File: config.mk
export PLATFORM = sky130hd
export DESIGN_NAME = go_back_n_sender_window
export DESIGN_NICKNAME = d
export VERILOG_FILES = /design/src/rtl/core/gbn_pkg.sv /design/src/rtl/core/gbn_front.sv /design/src/rtl/core/gbn_queue.sv /design/src/rtl/core/gbn_back.sv /design/src/rtl/core/go_back_n_sender_window.sv
export SDC_FILE = /design/constraint.sdc
export NUM_CORES = 1
export LEC_CHECK = 0
export ABC_AREA = 1
export BUFFER_PORTS_ARGS = -buffer_cell sky130_fd_sc_hd__buf_2
export CORE_MARGIN = 2
export CORE_UTILIZATION = 40
export CTS_CLUSTER_DIAMETER = 50
export DETAILED_ROUTE_END_ITERATION = 12
export SYNTH_ARGS = -nofsm -noshare
export SYNTH_HDL_FRONTEND = slang
export SYNTH_SLANG_ARGS = --single-unit
File: constraint.sdc
create_clock -name clk -period 11.15 [get_ports clk]
set_input_delay 2.23 -clock clk [delete_from_list [all_inputs] [get_ports clk]]
set_output_delay 2.23 -clock clk [all_outputs]
set_load 0.02 [all_outputs]
File: src/rtl/core/gbn_pkg.sv
// shared types and constants for the go-back-n sender window
package gbn_pkg;

  localparam int unsigned CNT_W  = 16;
  localparam int unsigned TMO_W  = 8;
  localparam int unsigned BYTE_W = 8;
  localparam int unsigned CFG_W  = 16;

  // configuration register indexes
  typedef enum logic [0:0] {
    CFG_TOTAL_PACKETS = 1'b0,
    CFG_TIMEOUT_POLLS = 1'b1
  } cfg_idx_t;

  // poll opcodes
  typedef enum logic [0:0] {
    OP_POLL     = 1'b0,
    OP_POLL_ACK = 1'b1
  } op_t;

  // classified poll, front to back
  typedef struct packed {
    logic              is_ack;
    logic              ack_hit;
    logic [BYTE_W-1:0] ack_idx;
  } cmd_t;

  // queue status toward the front and back
  typedef struct packed {
    logic full;
    logic nonempty;
  } q_stat_t;

  // one result
  typedef struct packed {
    logic              send_valid;
    logic [BYTE_W-1:0] send_seq;
    logic [CNT_W-1:0]  send_packet_index;
    logic              ack_accepted;
    logic              timeout_fired;
    logic [CNT_W-1:0]  acked_total;
    logic              done_res;
  } res_t;

endpackage

File: src/rtl/core/gbn_front.sv
// front end: takes polls and classifies the ack byte
module gbn_front
  import gbn_pkg::*;
#(
  parameter int unsigned SEQ_COUNT = 20
) (
  input  logic              in_valid,
  output logic              in_stall,
  input  logic [0:0]        in_opcode,
  input  logic [BYTE_W-1:0] in_ack_byte,
  input  q_stat_t           q_stat,
  output logic              push,
  output cmd_t              push_cmd
);

  localparam logic [BYTE_W-1:0] SEQ_L = BYTE_W'(SEQ_COUNT);

  assign in_stall = q_stat.full;
  assign push     = in_valid && !q_stat.full;

  always_comb begin
    push_cmd.is_ack  = (op_t'(in_opcode) == OP_POLL_ACK);
    // ack of zero or past the sequence space is dropped
    push_cmd.ack_hit = push_cmd.is_ack && (in_ack_byte != '0) && (in_ack_byte <= SEQ_L);
    push_cmd.ack_idx = in_ack_byte - BYTE_W'(1);
  end

endmodule

File: src/rtl/core/gbn_queue.sv
// two-entry queue between front and back
module gbn_queue
  import gbn_pkg::*;
(
  input  logic    clk,
  input  logic    rst_n,
  input  logic    push,
  input  cmd_t    push_cmd,
  input  logic    pop,
  output cmd_t    pop_cmd,
  output q_stat_t q_stat
);

  cmd_t       mem_r [2];
  logic       wr_ptr_r, wr_ptr_nxt;
  logic       rd_ptr_r, rd_ptr_nxt;
  logic [1:0] count_r, count_nxt;

  always_comb begin
    wr_ptr_nxt = wr_ptr_r ^ push;
    rd_ptr_nxt = rd_ptr_r ^ pop;
    count_nxt  = count_r + 2'(push) - 2'(pop);
  end

  always_ff @(posedge clk) begin
    if (!rst_n) begin
      wr_ptr_r <= 1'b0;
      rd_ptr_r <= 1'b0;
      count_r  <= 2'd0;
    end else begin
      wr_ptr_r <= wr_ptr_nxt;
      rd_ptr_r <= rd_ptr_nxt;
      count_r  <= count_nxt;
    end
  end

  always_ff @(posedge clk) begin
    if (push) begin
      mem_r[wr_ptr_r] <= push_cmd;
    end
  end

  assign pop_cmd         = mem_r[rd_ptr_r];
  assign q_stat.full     = count_r[1];
  assign q_stat.nonempty = (count_r != 2'd0);

endmodule

File: src/rtl/core/gbn_back.sv
// back end: window state, send decision, ack and timeout handling
module gbn_back
  import gbn_pkg::*;
#(
  parameter int unsigned SEQ_COUNT = 20,
  parameter int unsigned WINDOW    = 10
) (
  input  logic             clk,
  input  logic             rst_n,
  input  logic [CNT_W-1:0] total_packets,
  input  logic [TMO_W-1:0] timeout_polls,
  input  q_stat_t          q_stat,
  input  cmd_t             pop_cmd,
  output logic             pop,
  output logic             out_valid,
  input  logic             out_stall,
  output res_t             out_res
);

  localparam int unsigned SEQ_W   = $clog2(SEQ_COUNT);
  localparam int unsigned DW      = SEQ_W + 1;
  localparam int unsigned CW      = $clog2(SEQ_COUNT + 1);
  localparam int unsigned WIN_EFF = (WINDOW < SEQ_COUNT) ? WINDOW : SEQ_COUNT;
  localparam logic [DW-1:0]    WIN_L  = DW'(WIN_EFF);
  localparam logic [DW-1:0]    SEQ_DL = DW'(SEQ_COUNT);
  localparam logic [SEQ_W-1:0] LAST_L = SEQ_W'(SEQ_COUNT - 1);

  logic [SEQ_COUNT-1:0] slot_free_r, slot_free_nxt;
  logic [SEQ_W-1:0]     next_seq_r, next_seq_nxt;
  logic [SEQ_W-1:0]     base_r, base_nxt;
  logic [CNT_W-1:0]     sent_r, sent_nxt;
  logic [CNT_W-1:0]     acked_r, acked_nxt;
  logic [TMO_W-1:0]     idle_r, idle_nxt;
  logic                 finished_r, finished_nxt;
  logic                 out_valid_r;
  res_t                 res_r, res_nxt;

  function automatic logic [DW-1:0] seq_dist(input logic [SEQ_W-1:0] from_s,
                                             input logic [SEQ_W-1:0] to_s);
    logic [DW-1:0] f;
    logic [DW-1:0] t;
    f = DW'(from_s);
    t = DW'(to_s);
    seq_dist = (t >= f) ? (t - f) : (t + SEQ_DL - f);
  endfunction

  logic                 send;
  logic [SEQ_COUNT-1:0] free1;
  logic [SEQ_W-1:0]     next1;
  logic [CNT_W-1:0]     sent1;
  logic [TMO_W:0]       idle1;
  logic [SEQ_COUNT-1:0] win_mask;
  logic [CW-1:0]        undone;
  logic [SEQ_W-1:0]     ack_a;
  logic [DW-1:0]        ack_d;
  logic [DW-1:0]        outstanding;
  logic [CNT_W:0]       acked_sum;

  assign pop = q_stat.nonempty && (!out_valid_r || !out_stall);

  always_comb begin
    slot_free_nxt = slot_free_r;
    next_seq_nxt  = next_seq_r;
    base_nxt      = base_r;
    sent_nxt      = sent_r;
    acked_nxt     = acked_r;
    idle_nxt      = idle_r;
    finished_nxt  = finished_r;
    res_nxt       = '0;
    send          = 1'b0;
    free1         = slot_free_r;
    next1         = next_seq_r;
    sent1         = sent_r;
    idle1         = {1'b0, idle_r} + (TMO_W + 1)'(1);
    undone        = '0;
    ack_a         = pop_cmd.ack_idx[SEQ_W-1:0];
    ack_d         = seq_dist(base_r, ack_a);
    outstanding   = '0;
    acked_sum     = '0;

    // slots that lie inside the window from the current base
    for (int i = 0; i < SEQ_COUNT; i++) begin
      win_mask[i] = (seq_dist(base_r, SEQ_W'(i)) < WIN_L);
    end

    if (!finished_r) begin
      // send stage
      send = slot_free_r[next_seq_r] && (seq_dist(base_r, next_seq_r) < WIN_L) &&
             (sent_r < total_packets);
      if (send) begin
        free1[next_seq_r] = 1'b0;
        next1             = (next_seq_r == LAST_L) ? '0 : next_seq_r + SEQ_W'(1);
        sent1             = sent_r + CNT_W'(1);
      end
      res_nxt.send_valid        = send;
      res_nxt.send_seq          = send ? BYTE_W'(next_seq_r) + BYTE_W'(1) : '0;
      res_nxt.send_packet_index = send ? sent_r : '0;

      slot_free_nxt = free1;
      next_seq_nxt  = next1;
      sent_nxt      = sent1;

      if (!pop_cmd.is_ack) begin
        if (idle1 > {1'b0, timeout_polls}) begin
          // go back: free the window and rewind to the base
          for (int i = 0; i < SEQ_COUNT; i++) begin
            undone = undone + CW'(win_mask[i] && !free1[i]);
          end
          slot_free_nxt = free1 | win_mask;
          sent_nxt      = (CNT_W'(undone) > sent1) ? '0 : sent1 - CNT_W'(undone);
          next_seq_nxt  = base_r;
          idle_nxt      = '0;
          res_nxt.timeout_fired = 1'b1;
        end else begin
          idle_nxt = idle1[TMO_W-1:0];
        end
      end else begin
        idle_nxt    = '0;
        outstanding = seq_dist(base_r, next1);
        if (pop_cmd.ack_hit && (ack_d < outstanding)) begin
          // cumulative ack frees base through the acked slot
          for (int i = 0; i < SEQ_COUNT; i++) begin
            if (seq_dist(base_r, SEQ_W'(i)) <= ack_d) begin
              slot_free_nxt[i] = 1'b1;
            end
          end
          base_nxt  = (ack_a == LAST_L) ? '0 : ack_a + SEQ_W'(1);
          acked_sum = {1'b0, acked_r} + (CNT_W + 1)'(ack_d) + (CNT_W + 1)'(1);
          acked_nxt = acked_sum[CNT_W] ? '1 : acked_sum[CNT_W-1:0];
          res_nxt.ack_accepted = 1'b1;
        end
      end

      if (acked_nxt == total_packets) begin
        finished_nxt = 1'b1;
      end
    end

    res_nxt.acked_total = acked_nxt;
    res_nxt.done_res    = finished_nxt;
  end

  always_ff @(posedge clk) begin
    if (!rst_n) begin
      slot_free_r <= '1;
      next_seq_r  <= '0;
      base_r      <= '0;
      sent_r      <= '0;
      acked_r     <= '0;
      idle_r      <= '0;
      finished_r  <= 1'b0;
      out_valid_r <= 1'b0;
    end else begin
      if (pop) begin
        slot_free_r <= slot_free_nxt;
        next_seq_r  <= next_seq_nxt;
        base_r      <= base_nxt;
        sent_r      <= sent_nxt;
        acked_r     <= acked_nxt;
        idle_r      <= idle_nxt;
        finished_r  <= finished_nxt;
        out_valid_r <= 1'b1;
      end else if (!out_stall) begin
        out_valid_r <= 1'b0;
      end
    end
  end

  always_ff @(posedge clk) begin
    if (pop) begin
      res_r <= res_nxt;
    end
  end

  assign out_valid = out_valid_r;
  assign out_res   = res_r;

endmodule

File: src/rtl/core/go_back_n_sender_window.sv
// top level of the go-back-n sender window
//
//  channel | ports                                  | handshake
//  --------+----------------------------------------+-----------------------------
//  in      | in_opcode, in_ack_byte                 | in_valid / in_stall
//  out     | out_send_valid .. out_done_res         | out_valid / out_stall
//  cfg     | cfg_we, cfg_index, cfg_data            | write on cfg_we, no wait
//
//  one poll per cycle unless in_stall or out_stall holds the flow; the back end applies a whole
//  poll in one combinational step, and a taken poll goes to a queue entry, then the result register
//  a two-entry queue sits between classification and the window state
//  rst_n is synchronous; window state returns to all slots free, counters zero
//  a stalled result holds in the output register while the queue keeps filling
module go_back_n_sender_window
  import gbn_pkg::*;
#(
  parameter int unsigned SEQ_COUNT = 20,
  parameter int unsigned WINDOW    = 10
) (
  input  logic              clk,
  input  logic              rst_n,
  // poll input
  input  logic              in_valid,
  output logic              in_stall,
  input  logic [0:0]        in_opcode,
  input  logic [BYTE_W-1:0] in_ack_byte,
  // result output
  output logic              out_valid,
  input  logic              out_stall,
  output logic              out_send_valid,
  output logic [BYTE_W-1:0] out_send_seq,
  output logic [CNT_W-1:0]  out_send_packet_index,
  output logic              out_ack_accepted,
  output logic              out_timeout_fired,
  output logic [CNT_W-1:0]  out_acked_total,
  output logic              out_done_res,
  // configuration writes
  input  logic              cfg_we,
  input  logic [0:0]        cfg_index,
  input  logic [CFG_W-1:0]  cfg_data
);

  // configuration registers with their reset values
  logic [CNT_W-1:0] total_packets_r;
  logic [TMO_W-1:0] timeout_polls_r;

  always_ff @(posedge clk) begin
    if (!rst_n) begin
      total_packets_r <= CNT_W'(25);
      timeout_polls_r <= TMO_W'(20);
    end else if (cfg_we) begin
      case (cfg_idx_t'(cfg_index))
        CFG_TOTAL_PACKETS: total_packets_r <= cfg_data;
        CFG_TIMEOUT_POLLS: timeout_polls_r <= cfg_data[TMO_W-1:0];
        default: ;
      endcase
    end
  end

  // front to queue
  logic    push;
  cmd_t    push_cmd;
  q_stat_t q_stat;
  // queue to back
  logic    pop;
  cmd_t    pop_cmd;
  res_t    res;

  // classify each poll transaction
  gbn_front #(
    .SEQ_COUNT(SEQ_COUNT)
  ) u_front (
    .in_valid   (in_valid),
    .in_stall   (in_stall),
    .in_opcode  (in_opcode),
    .in_ack_byte(in_ack_byte),
    .q_stat     (q_stat),
    .push       (push),
    .push_cmd   (push_cmd)
  );

  // decouple intake from window update
  gbn_queue u_queue (
    .clk     (clk),
    .rst_n   (rst_n),
    .push    (push),
    .push_cmd(push_cmd),
    .pop     (pop),
    .pop_cmd (pop_cmd),
    .q_stat  (q_stat)
  );

  // window state, sending, acks and timeout rewind
  gbn_back #(
    .SEQ_COUNT(SEQ_COUNT),
    .WINDOW   (WINDOW)
  ) u_back (
    .clk          (clk),
    .rst_n        (rst_n),
    .total_packets(total_packets_r),
    .timeout_polls(timeout_polls_r),
    .q_stat       (q_stat),
    .pop_cmd      (pop_cmd),
    .pop          (pop),
    .out_valid    (out_valid),
    .out_stall    (out_stall),
    .out_res      (res)
  );

  // unpack the registered result
  assign out_send_valid        = res.send_valid;
  assign out_send_seq          = res.send_seq;
  assign out_send_packet_index = res.send_packet_index;
  assign out_ack_accepted      = res.ack_accepted;
  assign out_timeout_fired     = res.timeout_fired;
  assign out_acked_total       = res.acked_total;
  assign out_done_res          = res.done_res;

endmodule

==> reports/metrics.yaml <==
status:
  status: "finished clean"
grt:
  grt_pass1_vias: 14170
  grt_max_degree: 60
  antenna_found_initial: 0
  grt_pass1_wl_um: 75200
  track_usage_pct: 23.2
  grt.overflow.total: 0
critical_path:
  slowest_stage: "dfxtp_1"
  critPathKind: "reg2reg"
  r2r_slack_ps: 1230
  crit_fanout: 21
  cpPeakStageDelay_ps: 790
  timing.rr.end: "u_back.sent_r[11]$_SDFFE_PN0P_"
  crit_path_end_kind: "flop"
  r2r_cells: 38
  cp.arrival_ps: 10210
  r2r_start: "u_back.base_r[3]$_SDFFE_PN0P_"
  crit_required_ps: 11440
  critPathLaunchType: "flop"
  crit_path_frequent_cell: "fa_1"
min_path:
  hp-class: "reg2reg"
  min_from: "timeout_polls_r[6]$_SDFFE_PN0P_"
  whs_path_depth: 2
  worstHoldEndpoint: "timeout_polls_r[6]$_SDFFE_PN0P_"
routing:
  wl_um: 46400
  vias: 14626
  wl_per_cell_um: 17.0
  final_antenna_net_count: 0
  detail_route.first_pass.iterations: 6
  drt_first_iter_violations: 1060
  vias_per_cell: 5.36
  drc: 0
sta:
  setup_violations: 0
  period_needed_ps: 9920
  finClkSkew_ps: 11.2
  maxSlewViolCount: 0
  post-route-period-util_pct: 89.0
  hold_viol: 0
  rsz0062_at_grt: "no"
  slew_headroom_pct: 20.7
  tns_ps: 0
  worst_pin_slew_ps: 1190
  max_freq_mhz: 101
clocking:
  clockBufferDepth: 2
  clock-sinks: 157
  cts_tree: "done"
  cts_max_level: 4
  ctsResizeCount: 0
  clk_pin_slew_worst_paths_ps: 70
  numCtsBuffers: 17
  clk_latency_ps: 460
  cts_setup_buffers: 0
  holdBufCountCts: 0
  root_buffer: "clkbuf_16"
cells_and_area:
  diodes: 0
  layout_common_cells: "nand2_1 (364), inv_1 (279), ha_1 (208), nor2_1 (200), a21oi_1 (187)"
  syn_to_final_growth_pct: 8.92
  final_layout_size_suffix_gt1_share_pct: 8.87
  fin_cells: 2727
  fin_nets: 2462
  final_common_cell: "nand2_1"
  fillers: 3993
synthesis:
  async_flop_share_pct: 0
  yosys.cell_types.count: 62
  syn_avg_cell_area_um2: 7.25
  synth_top_flop_cell: "dfxtp_1"
  syn_inst: 2145
  yosysWarningCount: 0
  ys_ff_latch: 157
  synth_area_um2: 15500
  synth_edf_count: 56
  yosysSeqAreaShare_pct: 23.8
die:
  core_area_um2: 38500
  die_w_um: 201
  dieHeight_um: 201
  die-area_um2: 40500
  pin_count: 77
  start_util_pct: 40.4
  rows: 72
place:
  io_buffers: 74
  dp_hpwl_um: 36100
  gp_congestion: 0.945
  dp_cells: 2695
flow_run:
  max_cap_viol_count: 0
==> critical path, delay by kind of cell (launching register included) <==
kind                       cells  cell delay (ps)
AOI/OAI and AO/OA              5              680
xor gates and xnor gates       1              190
adders and majority gates     11             4700
buffers and inverters          7             1300
DFF                            1              790
and+or+nand+nor               14             2060
==> Yosys cell counts (32+ instances only) <==
cell,count,share of area (%)
a21oi_1,187,6.0
clkbuf_1,42,1.0
dfxtp_1,101,13
edfxtp_1,56,11
ha_1,208,17
inv_1,281,6.8
nand2_1,364,8.8
nand3_1,83,2.7
nor2_1,201,4.9
o211ai_1,32,1.5
o21ai_0,184,5.9
xor2_1,77,4.3
==> stage by stage <==
stage	worst slack [ps]	hold WS (ps)	cell area, um^2	util (%)
after global placement	1600	459	16400	42.6
after global routing	541	497	16900	44.0
after CTS	1260	469	16900	44.0
after detailed placement	1340	458	16400	42.6
final	1230	464	16900	44.0
after floorplan	2170	435	15600	-
==> state kept, by name, indices dropped and copies added (netlist names), named ones only <==
register and flops:
u_back.next_seq_r 5, total_packets_r 16, u_back.acked_r 16, timeout_polls_r 8, u_back.out_valid 1, u_back.base_r 5, u_back.slot_free_r 20, u_back.sent_r 16
u_back.idle_r 8, u_back.out_res 42, u_queue.wr_ptr_r 1, u_back.finished_r 1, u_queue.mem_r 14, u_queue.rd_ptr_r 1, u_queue.count_r 2
==> cells by family (layout without fill, tap and decap cells) <==
family	Yosys count	count (layout)	share of synthesized area [%]
compound gates	524	524	19.3
xor+xnor	96	96	5.41
fa+ha+maj	235	235	20.2
buf+inv	355	417	9.13
flops	157	157	23.8
mux	1	1	0.0644
other cells	1	3	0.0241
simple gates	776	776	22.1
==> worst max-delay path by stage <==
stage	startpoint	cells past startpoint	slack, ps	end
after global placement	u_back.base_r[3]$_SDFFE_PN0P_	38	1600	u_back.sent_r[12]$_SDFFE_PN0P_
after detailed placement	u_back.base_r[3]$_SDFFE_PN0P_	41	1340	u_back.sent_r[11]$_SDFFE_PN0P_
final	u_back.base_r[3]$_SDFFE_PN0P_	38	1230	u_back.sent_r[11]$_SDFFE_PN0P_
after floorplan	u_back.base_r[1]$_SDFFE_PN0P_	44	2170	u_back.sent_r[15]$_SDFFE_PN0P_
after global routing	u_back.base_r[3]$_SDFFE_PN0P_	41	540	u_back.sent_r[11]$_SDFFE_PN0P_
after CTS	u_back.base_r[3]$_SDFFE_PN0P_	41	1260	u_back.sent_r[11]$_SDFFE_PN0P_
==> cell type report <==
cell class,instances,area [um^2],area share [%]
sequential,157,3700,21.9
inverter,294,1110,6.53
timing repair buffer,91,498,2.94
clock buffer,18,429,2.53
tap,518,648,3.83
clock inverter,14,111,0.658
multi-input combinational,1635,10400,61.6
==> metal layers <==
metal / vias to the layer above / track usage (%) / part of all wire, %
li1: 7318 / - / -
met1: 6852 / 28.9 / 44
met2: 391 / 41.3 / 49
met3: 65 / 3.01 / 4.8
met4: 0 / 7.99 / 2.7
met5: - / 0 / 0
Power is not shown: default switching activity piles up to over one toggle a cycle in this logic, so the estimate is an artifact.
